$ cat src/rtl/acdm_pkg.sv
// Shared types, constants and coefficient tables of the downmix matrix.
// No dependencies; every other file in rtl imports this package.
`default_nettype none

package acdm_pkg;

	localparam int SAMPLE_BITS          = 24;
	localparam int ACDM_MAX_IN_CHANNELS = 8;
	localparam int ACDM_COEF_FRAC_BITS  = 14;
	localparam int FRAME_CHANNELS       = 8;
	localparam int MIX_OUTS             = 6;
	localparam int CFG_BITS             = 4;
	localparam int CFG_IDX_BITS         = 2;

	localparam logic [CFG_IDX_BITS-1:0] CFG_IN_CHANNELS = 2'd0;
	localparam logic [CFG_IDX_BITS-1:0] CFG_OUT_LAYOUT  = 2'd1;

	localparam logic LAYOUT_STEREO = 1'b0;
	localparam logic LAYOUT_5_1    = 1'b1;

	typedef struct packed {
		logic signed [SAMPLE_BITS-1:0] sample_0;
		logic signed [SAMPLE_BITS-1:0] sample_1;
		logic signed [SAMPLE_BITS-1:0] sample_2;
		logic signed [SAMPLE_BITS-1:0] sample_3;
		logic signed [SAMPLE_BITS-1:0] sample_4;
		logic signed [SAMPLE_BITS-1:0] sample_5;
		logic signed [SAMPLE_BITS-1:0] sample_6;
		logic signed [SAMPLE_BITS-1:0] sample_7;
		logic                          frame_last;
	} frame_t;

	typedef struct packed {
		logic signed [SAMPLE_BITS-1:0] mix_0;
		logic signed [SAMPLE_BITS-1:0] mix_1;
		logic signed [SAMPLE_BITS-1:0] mix_2;
		logic signed [SAMPLE_BITS-1:0] mix_3;
		logic signed [SAMPLE_BITS-1:0] mix_4;
		logic signed [SAMPLE_BITS-1:0] mix_5;
		logic                          layout_error;
		logic                          mix_last;
	} mix_t;

	// Matrix selection handed to every lane.
	typedef struct packed {
		logic       ok;
		logic       layout;
		logic [3:0] chans;
	} mtx_sel_t;

	// Per-request flags that travel alongside the data path.
	typedef struct packed {
		logic vld;
		logic err;
		logic last;
	} tag_t;

	// Gain magnitudes in Q30: 0, 1, 1/2, sqrt(1/2), sqrt(2/3), sqrt(1/3), sqrt(1/6).
	localparam logic [31:0] Q30_MAG [8] = '{
		32'd0, 32'd1073741824, 32'd536870912, 32'd759250125,
		32'd876706528, 32'd619925131, 32'd438353264, 32'd0
	};

	// Gain codes per (channel count - 1, input channel, output L/R); negative negates.
	localparam int ST_TAB [8][8][2] = '{
		'{'{1,1},  '{0,0},  '{0,0},  '{0,0},  '{0,0},  '{0,0},  '{0,0},  '{0,0}},
		'{'{1,0},  '{0,1},  '{0,0},  '{0,0},  '{0,0},  '{0,0},  '{0,0},  '{0,0}},
		'{'{1,0},  '{0,1},  '{1,1},  '{0,0},  '{0,0},  '{0,0},  '{0,0},  '{0,0}},
		'{'{1,0},  '{0,1},  '{3,3},  '{-3,3}, '{0,0},  '{0,0},  '{0,0},  '{0,0}},
		'{'{1,0},  '{0,1},  '{3,3},  '{4,-5}, '{-5,4}, '{0,0},  '{0,0},  '{0,0}},
		'{'{1,0},  '{0,1},  '{3,3},  '{0,0},  '{4,-5}, '{-5,4}, '{0,0},  '{0,0}},
		'{'{1,0},  '{0,1},  '{3,3},  '{0,0},  '{2,2},  '{4,-5}, '{-5,4}, '{0,0}},
		'{'{1,0},  '{0,1},  '{3,3},  '{0,0},  '{5,-6}, '{-6,5}, '{5,-6}, '{-6,5}}
	};

	// Gain codes per (channel count - 6, input channel, output) for 5.1.
	localparam int S51_TAB [3][8][6] = '{
		'{'{1,0,0,0,0,0}, '{0,1,0,0,0,0}, '{0,0,1,0,0,0}, '{0,0,0,1,0,0},
		  '{0,0,0,0,1,0}, '{0,0,0,0,0,1}, '{0,0,0,0,0,0}, '{0,0,0,0,0,0}},
		'{'{1,0,0,0,0,0}, '{0,1,0,0,0,0}, '{0,0,1,0,0,0}, '{0,0,0,1,0,0},
		  '{0,0,0,0,3,3}, '{0,0,0,0,1,0}, '{0,0,0,0,0,1}, '{0,0,0,0,0,0}},
		'{'{1,0,0,0,0,0}, '{0,1,0,0,0,0}, '{0,0,1,0,0,0}, '{0,0,0,1,0,0},
		  '{0,0,0,0,3,0}, '{0,0,0,0,0,3}, '{0,0,0,0,3,0}, '{0,0,0,0,0,3}}
	};

	function automatic logic signed [3:0] coef_code(
		input logic       layout,
		input logic [3:0] chans,
		input int         lane,
		input int         outp
	);
		logic [2:0]        ni;
		logic [1:0]        si;
		logic signed [3:0] code;
		ni   = 3'(chans - 4'd1);
		si   = 2'(chans - 4'd6);
		code = '0;
		if (layout == LAYOUT_5_1) begin
			if (chans >= 4'd6 && chans <= 4'd8)
				code = 4'(S51_TAB[si][lane][outp]);
		end else if (outp < 2 && chans >= 4'd1 && chans <= 4'd8) begin
			code = 4'(ST_TAB[ni][lane][outp]);
		end
		return code;
	endfunction

	// Round the Q30 magnitude to frac fractional bits, half away from zero.
	function automatic logic signed [31:0] coef_value(
		input logic signed [3:0] code,
		input int                frac
	);
		logic        neg;
		logic [3:0]  idx;
		logic [31:0] q;
		neg = code[3];
		idx = neg ? 4'(-code) : 4'(code);
		q   = (Q30_MAG[idx[2:0]] + (32'd1 << (29 - frac))) >> (30 - frac);
		return neg ? -$signed(q) : $signed(q);
	endfunction

endpackage

`default_nettype wire

$ cat src/rtl/acdm_lane.sv
// One input-channel lane: looks up its six gains and multiplies its sample.
// Depends on acdm_pkg.
`default_nettype none

module acdm_lane
	import acdm_pkg::*;
#(
	parameter int LANE           = 0,
	parameter int COEF_FRAC_BITS = ACDM_COEF_FRAC_BITS,
	localparam int CW            = COEF_FRAC_BITS + 2,
	localparam int PW            = SAMPLE_BITS + CW
) (
	input  logic                          clk,
	input  logic signed [SAMPLE_BITS-1:0] sample,
	input  mtx_sel_t                      sel,
	output logic signed [PW-1:0]          prod_s1 [MIX_OUTS]
);

	logic signed [3:0]    code   [MIX_OUTS];
	logic signed [CW-1:0] coef   [MIX_OUTS];
	logic signed [PW-1:0] prod_d [MIX_OUTS];

	always_comb begin
		for (int i = 0; i < MIX_OUTS; i++) begin
			code[i]   = sel.ok ? coef_code(sel.layout, sel.chans, LANE, i) : 4'sd0;
			coef[i]   = CW'(coef_value(code[i], COEF_FRAC_BITS));
			prod_d[i] = sample * coef[i];
		end
	end

	always_ff @(posedge clk) begin
		prod_s1 <= prod_d;
	end

endmodule

`default_nettype wire

$ cat config.mk
export PLATFORM = sky130hd
export DESIGN_NAME = acdm_lane
export DESIGN_NICKNAME = d
export VERILOG_FILES = /design/src/rtl/acdm_pkg.sv /design/src/rtl/acdm_lane.sv
export SDC_FILE = /design/constraint.sdc
export NUM_CORES = 1
export LEC_CHECK = 0
export ABC_AREA = 0
export BUFFER_PORTS_ARGS = -buffer_cell sky130_fd_sc_hd__buf_2
export CAP_MARGIN = 20
export CORE_AREA = 2 2 105 107
export CTS_BUF_LIST = sky130_fd_sc_hd__clkbuf_8 sky130_fd_sc_hd__clkbuf_16
export CTS_CLUSTER_DIAMETER = 40
export DETAILED_ROUTE_END_ITERATION = 12
export DIE_AREA = 0 0 107 109
export SETUP_SLACK_MARGIN = 0.5
export SYNTH_ARGS = -nofsm -noshare
export SYNTH_HDL_FRONTEND = slang
export SYNTH_SLANG_ARGS = --single-unit
$ cat constraint.sdc
create_clock -name clk -period 1.86 [get_ports clk]
set_input_delay 0.372 -clock clk [delete_from_list [all_inputs] [get_ports clk]]
set_output_delay 0.372 -clock clk [all_outputs]
set_load 0.02 [all_outputs]
# [Word-level counts from Yosys, hierarchy flattened]
# Memories as Yosys holds them, arrays and structs flattened.
# Cells that the tools add are included.
# Widths: inputs -> output; s select.
[totals] ff_bits=240 latchBits=0 mem_bits_rw=0 romBits=5632 in_bits=31 output_inout_bits=240 elab_cells=109 mem_count=7
[memory_table] memory="(no name shown)" depth=8 width=512 read_ports=1 rd_ports_with_merged_regs=0 write_ports=0 line_no="acdm_pkg.sv:102" source="code = 4'(ST_TAB[ni][lane][outp]);"
[memory_table] memory="(no name shown)" depth=8 width=32 read_ports=1 rd_ports_with_merged_regs=0 write_ports=0 line_no="acdm_pkg.sv:117" source="q = (Q30_MAG[idx[2:0]] + (32'd1 << (29 - frac))) >> (30 - frac);"
[memory_table] memory="(no name shown)" depth=8 width=32 read_ports=1 rd_ports_with_merged_regs=0 write_ports=0 line_no="acdm_pkg.sv:117"
[memory_table] memory="(no name shown)" depth=8 width=32 read_ports=1 rd_ports_with_merged_regs=0 write_ports=0 line_no="acdm_pkg.sv:117"
[memory_table] memory="(no name shown)" depth=8 width=32 read_ports=1 rd_ports_with_merged_regs=0 write_ports=0 line_no="acdm_pkg.sv:117"
[memory_table] memory="(no name shown)" depth=8 width=32 read_ports=1 rd_ports_with_merged_regs=0 write_ports=0 line_no="acdm_pkg.sv:117"
[memory_table] memory="+1 memories"
[op_classes] add_sub_neg=20 n_mul=6 div=0 magnitude_cmp=11 eq_ne=0 n_shift=0 mux=49 n_bitwise=8 reduce_logical=2
[ops] op="$bmux 1536 s2" n=1
[ops] op="$mux 1508" n=2
[ops] op="$mux 484" n=2
[ops] op="$mux 32" n=12
[ops] op="$mul 24x16->40" n=6
[ops] op="$add 32x16->32 const B" n=6
[ops] op="$mux 16" n=6
[ops] op="$neg 16->16" n=6
[ops] op="$mux 4" n=20
[ops] op="$ge 4x4->1 const B" n=7
[ops] op="$not 3->4" n=7
[ops] op="$mux 3" n=6
[ops] op="$neg 3->3" n=6
[ops] op="$ge 4x1->1 const B" n=1
[ops] op="$ge 4x3->1 const B" n=1
[ops] op="$le 4x4->1 const B" n=1
[ops] op="$ge 3x3->1 const B" n=1
[ops] op="$not 2->3" n=1
[ops] op="$sub 3x1->3 const B" n=1
[ops] op="$logic_and 1x1->1" n=2
[ops] op="$sub 2x2->2 const B" n=1

# [Longest topological paths before layout]
[logic_depth] depth_word=18 ltp_mapped=5 ltp_nobuf=3

# [Worst setup path after synthesis]
# OpenSTA, ideal clock, no wires.
[synth_path] kind="input-to-reg" from="input sel[2] in the netlist's numbering" to="register prod_s1[214] in the netlist's numbering" setup_ps=117 t_arrival_ps=1088 t_required_ps=1743 path_slack_ps=654 stages=4 path_buffers=1 path_cell_list="nand2b_1 -> a31oi_2 -> buf_4 -> a21oi_2"
[synth_lines] element="from (decl)" line_no="acdm_lane.sv:15" source="input mtx_sel_t sel,"
[synth_lines] element="to (signal assigned)" line_no="acdm_lane.sv:32" source="prod_s1 <= prod_d;"
[synth_lines] element="to (decl)" line_no="acdm_lane.sv:16" source="output logic signed [PW-1:0] prod_s1 [MIX_OUTS]"

# [Worst setup path in the final report]
[layout_path] from="input sel[2] in the netlist's numbering" to="register prod_s1[238] in the netlist's numbering"
[layout_via] elab_chain_cells=18 elab_cells_between_ends=24 classes_between="add/sub (4); mul (1); order compare (3); mux (10); bitwise (2); reduce/logical (2); memory (2)"
[layout_rtl] element="$sub 3x1->3"
[layout_rtl] element="$not 3->4 (implied by the code)" line_no="acdm_pkg.sv:102"
[layout_rtl] element="$mem_v2 8x512"
[layout_rtl] element="$mux 484 (2 in a row)"
[layout_rtl] element="$mux 4" line_no="acdm_pkg.sv:101" source="end else if (outp < 2 && chans >= 4'd1 && chans <= 4'd8) begin"
[layout_rtl] element="$mux 4 (*)" line_no="acdm_pkg.sv:98" source="if (layout == LAYOUT_5_1) begin"
[layout_rtl] element="$mux 4 (*)" line_no="acdm_lane.sv:25" source="code[i] = sel.ok ? coef_code(sel.layout, sel.chans, LANE, i) : 4'sd0;"
[layout_rtl] element="$neg 3->3" line_no="acdm_pkg.sv:116" source="idx = neg ? 4'(-code) : 4'(code);"
[layout_rtl] element="$mux 3" line_no="acdm_pkg.sv:116"
[layout_rtl] element="$not 3->4 (implied by the code)" line_no="acdm_pkg.sv:117"
[layout_rtl] element="$mem_v2 8x32"
[layout_rtl] element="$mux 32 (implied by the code) (2 in a row)" line_no="acdm_pkg.sv:117"
[layout_rtl] element="$add 32x16->32" line_no="acdm_pkg.sv:117"
[layout_rtl] element="$neg 16->16" line_no="acdm_pkg.sv:118" source="return neg ? -$signed(q) : $signed(q);"
[layout_rtl] element="$mux 16 (*)" line_no="acdm_pkg.sv:118"
[layout_rtl] element="$mul 24x16->40 (*)" line_no="acdm_lane.sv:27" source="prod_d[i] = sample * coef[i];"
# Every way passes the cells marked *; elsewhere a longest branch is shown, timed or not. The select of a mux whose other input is x is not followed.

==> reports/metrics.json <==
{
  "global_routing": {
    "grt_start_max_net_pins": 25,
    "grt.busiest_layer": "met2",
    "grt_overflow_total": 0,
    "use_met1_pct": 7.759,
    "met2_usage_pct": 12.88,
    "first_global_vias": 1210,
    "grt.total_usage_pct": 6.973,
    "antenna_violations_before_repair": 0,
    "wire_length_of_the_first_global_routing_pass_mm": 6.147,
    "groute.layer.met3.usage_pct": 1.733
  },
  "clock_tree": {
    "cts_hold_repair.buffers": 0,
    "clkSlewWorstSetupHoldPaths_ns": 0.08,
    "cts.htree.levels": 2,
    "cts_root_buf": "sky130_fd_sc_hd__clkbuf_8",
    "cts-root-to-sink-buffers": 2,
    "cts_buffers": 5,
    "clock_tree_from_tritoncts": "built",
    "tritoncts_sinks": 48
  },
  "power_and_ir_drop": {
    "combinationalPowerShare_pct": 23.9,
    "switchingPower_w": 0.0007785,
    "pwr-share-clk_pct": 30.0,
    "seq_power_share_pct": 46.2,
    "netSwitchingFraction_pct": 33.93,
    "internal_power_w": 0.001516,
    "leakage_nw": 1.659,
    "worst_ir_drop_vdd_v": 0.0003300,
    "power-per-cell-area_nw_per_um2": 781.2
  },
  "sta": {
    "minimum_hold_slack_ns": 0.2963,
    "timing_worst_slew_pin_value_ns": 0.5991,
    "max_freq_mhz": 785.0,
    "slew_headroom_pct": 60.06,
    "finalCritPeriodShare_pct": 68.49,
    "worst_slack_setup_final_ns": 0.5860,
    "finalSetupViolations": 0,
    "finalWorstPathRequiredPeriod_ns": 1.274,
    "report.final.slew_viol_count": 0,
    "hold_viol_final": 0,
    "setup_repair_after_global_routing_missed_its_margin": "no"
  },
  "logic_synthesis": {
    "post-synth-top-count-cell": "sky130_fd_sc_hd__buf_4",
    "synth_top_area_cell": "sky130_fd_sc_hd__buf_4",
    "synth_top_cell_area_share_pct": 48.95,
    "synth-seq-area-share_pct": 32.30,
    "syn_area_per_cell_um2": 8.989,
    "yosys_most_used_dff": "sky130_fd_sc_hd__dfxtp_1",
    "synth.lib_cells_used.distinct": 18,
    "postSynthRegisterBits": 48,
    "synth_enable_flop_cells": 0,
    "yosysWarningCount": 0,
    "postSynthCellCount": 331,
    "synth_top_cells_by_count": "194 x sky130_fd_sc_hd__buf_4, 48 x sky130_fd_sc_hd__dfxtp_1, 24 x sky130_fd_sc_hd__and2_1, 24 x sky130_fd_sc_hd__nand2_1, 20 x sky130_fd_sc_hd__a21oi_2",
    "synth.top_cells.by_area": "sky130_fd_sc_hd__buf_4 49%, sky130_fd_sc_hd__dfxtp_1 32%, sky130_fd_sc_hd__a21oi_2 5.9%",
    "synth_area_um2": 2975,
    "asyncSetResetFlopFracSynth_pct": 0
  },
  "layout": {
    "layout.core_utilization_pct": 27.70,
    "registers.top_by_ff_count": "prod_s1",
    "instances_no_fill": 549,
    "number_of_flip_flops_in_the_largest_register": 48,
    "largest_registers": "prod_s1 x48",
    "nNetsFinal": 441,
    "n_antenna_cell": 0,
    "area.growth.synth_to_final_pct": -1.304,
    "final_design_area_no_fill_um2": 2937,
    "drive_above_1_share_pct": 28.36
  },
  "placed_design": {
    "detailedPlacementHpwl_mm": 3.785,
    "globalplace.congestion": 0.7304,
    "dpl_worst_slack_ns": -0.01288,
    "placed_cell_area_um2": 2788,
    "io_buffers": 82,
    "dp_cells": 541
  },
  "die": {
    "number_of_rows_in_the_core_area": 38,
    "coreArea_um2": 10600,
    "starting_utilization_of_the_core_area_pct": 28.06,
    "num_io_pins": 271,
    "dieArea_um2": 11660,
    "chip_width_um": 107,
    "die_y_um": 109
  },
  "setup_path": {
    "cp_slowest_stage_delay_ns": 0.55,
    "timing.critical_path.buf_inv": 1,
    "cp.arrival_ns": 1.43,
    "path_delay_family": "compound AO/OA/AOI/OAI gates",
    "crit_fanout": 12,
    "critPathLaunchType": "input port",
    "criticalPathCategory": "in2reg",
    "timing.critical_path.to_type": "flip-flop",
    "slowest_cell_on_crit_path": "sky130_fd_sc_hd__a31oi_4",
    "cp_data_required_time_ns": 2.02,
    "path_cells": "buf_2 > nand2b_1 > a31oi_4 > a21oi_2"
  },
  "routing": {
    "detail_route.wl_per_cell_um": 8.973,
    "drt_wl_total_mm": 4.926,
    "dr_total_vias": 1668,
    "drtAntennaViolNets": 0,
    "count_of_tritonroute_iterations_in_the_first_routing_pass": 4,
    "drtIter0Drc": 27,
    "drc_errors": 0,
    "detail_route.vias_per_cell": 3.038
  },
  "run": {
    "number_of_max_cap_violations": 0
  },
  "worst_hold_path": {
    "hold_path_class": "in2reg"
  },
  "status": {
    "run_status": "completed"
  }
}
[path summary, 6_finish.rpt]
check | slack [ns] | endpoint | depth (start not counted) | start
worst max-delay path | 0.59 | prod_s1[238] | 4 | sel[2]
worst min-delay path | 0.30 | prod_s1[182] | 2 | sample[8]
[metal layers]
metal / part of all wire (%) / wire length (µm)
met1: 34 / 1680
met4: 0.89 / 44
met2: 53 / 2619
met3: 12 / 583
met5: 0 / 0
[kinds of logic after synthesis]
| family | Yosys count | share of synthesized area [%] |
|---|---|---|
| compound gates | 25 | 6.981 |
| buf+inv | 203 | 50.76 |
| flops | 48 | 32.30 |
| other cells | 1 | 0.1260 |
| simple gates | 54 | 9.840 |
[cell usage in the layout, fill, tap and decap left out, types with 2 or more instances in the layout]
| cell | synthesis | final |
|---|---|---|
| sky130_fd_sc_hd__a21oi_1 | 4 | 4 |
| sky130_fd_sc_hd__a21oi_2 | 20 | 20 |
| sky130_fd_sc_hd__a31oi_4 | 0 | 2 |
| sky130_fd_sc_hd__and2_1 | 24 | 24 |
| sky130_fd_sc_hd__buf_2 | 4 | 82 |
| sky130_fd_sc_hd__buf_4 | 194 | 3 |
| sky130_fd_sc_hd__clkbuf_8 | 0 | 5 |
| sky130_fd_sc_hd__conb_1 | 1 | 188 |
| sky130_fd_sc_hd__dfxtp_1 | 48 | 48 |
| sky130_fd_sc_hd__nand2_1 | 24 | 24 |
[area by class of cell]
type	instances	area, µm²
timing repair buffer	86	452.9
inverter	1	3.754
multi-input combinational	268	1245
tap	140	175.2
fill	1154	7666
clock inverter	1	30.03
sequential	48	960.9
clock buffer	5	68.82
[what timing repair did]
| action | in CTS | in global routing |
|---|---|---|
| resized for setup | 2 | 0 |
| pin swaps | 1 | 1 |
| setup buffers | 0 | 1 |
| gates cloned | 1 | 0 |
| endpoints found under the setup margin | 24 | 1 |
[per-stage QoR]
| step | power (W) | setup TNS (ns) |
|---|---|---|
| 6_report | 0.002294 | 0 |
| 5_1_grt | 0.002411 | 0 |
| 4_1_cts | 0.002315 | 0 |
| 3_5_place_dp | 0.001606 | -0.02004 |
| 3_3_place_gp | 0.001605 | 0 |
| 2_1_floorplan | 0.001834 | 0 |
[power by group through the flow]
stage          Clock (W)  Combinational (W)  Sequential [W]
4_1_cts         0.000721           0.000534         0.00106
3_5_place_dp           0           0.000522         0.00108
6_report        0.000687           0.000548         0.00106
2_1_floorplan          0           0.000715         0.00112
3_3_place_gp           0           0.000522         0.00108
5_1_grt         0.000762           0.000587         0.00106
(Power assumes the default switching activity.)
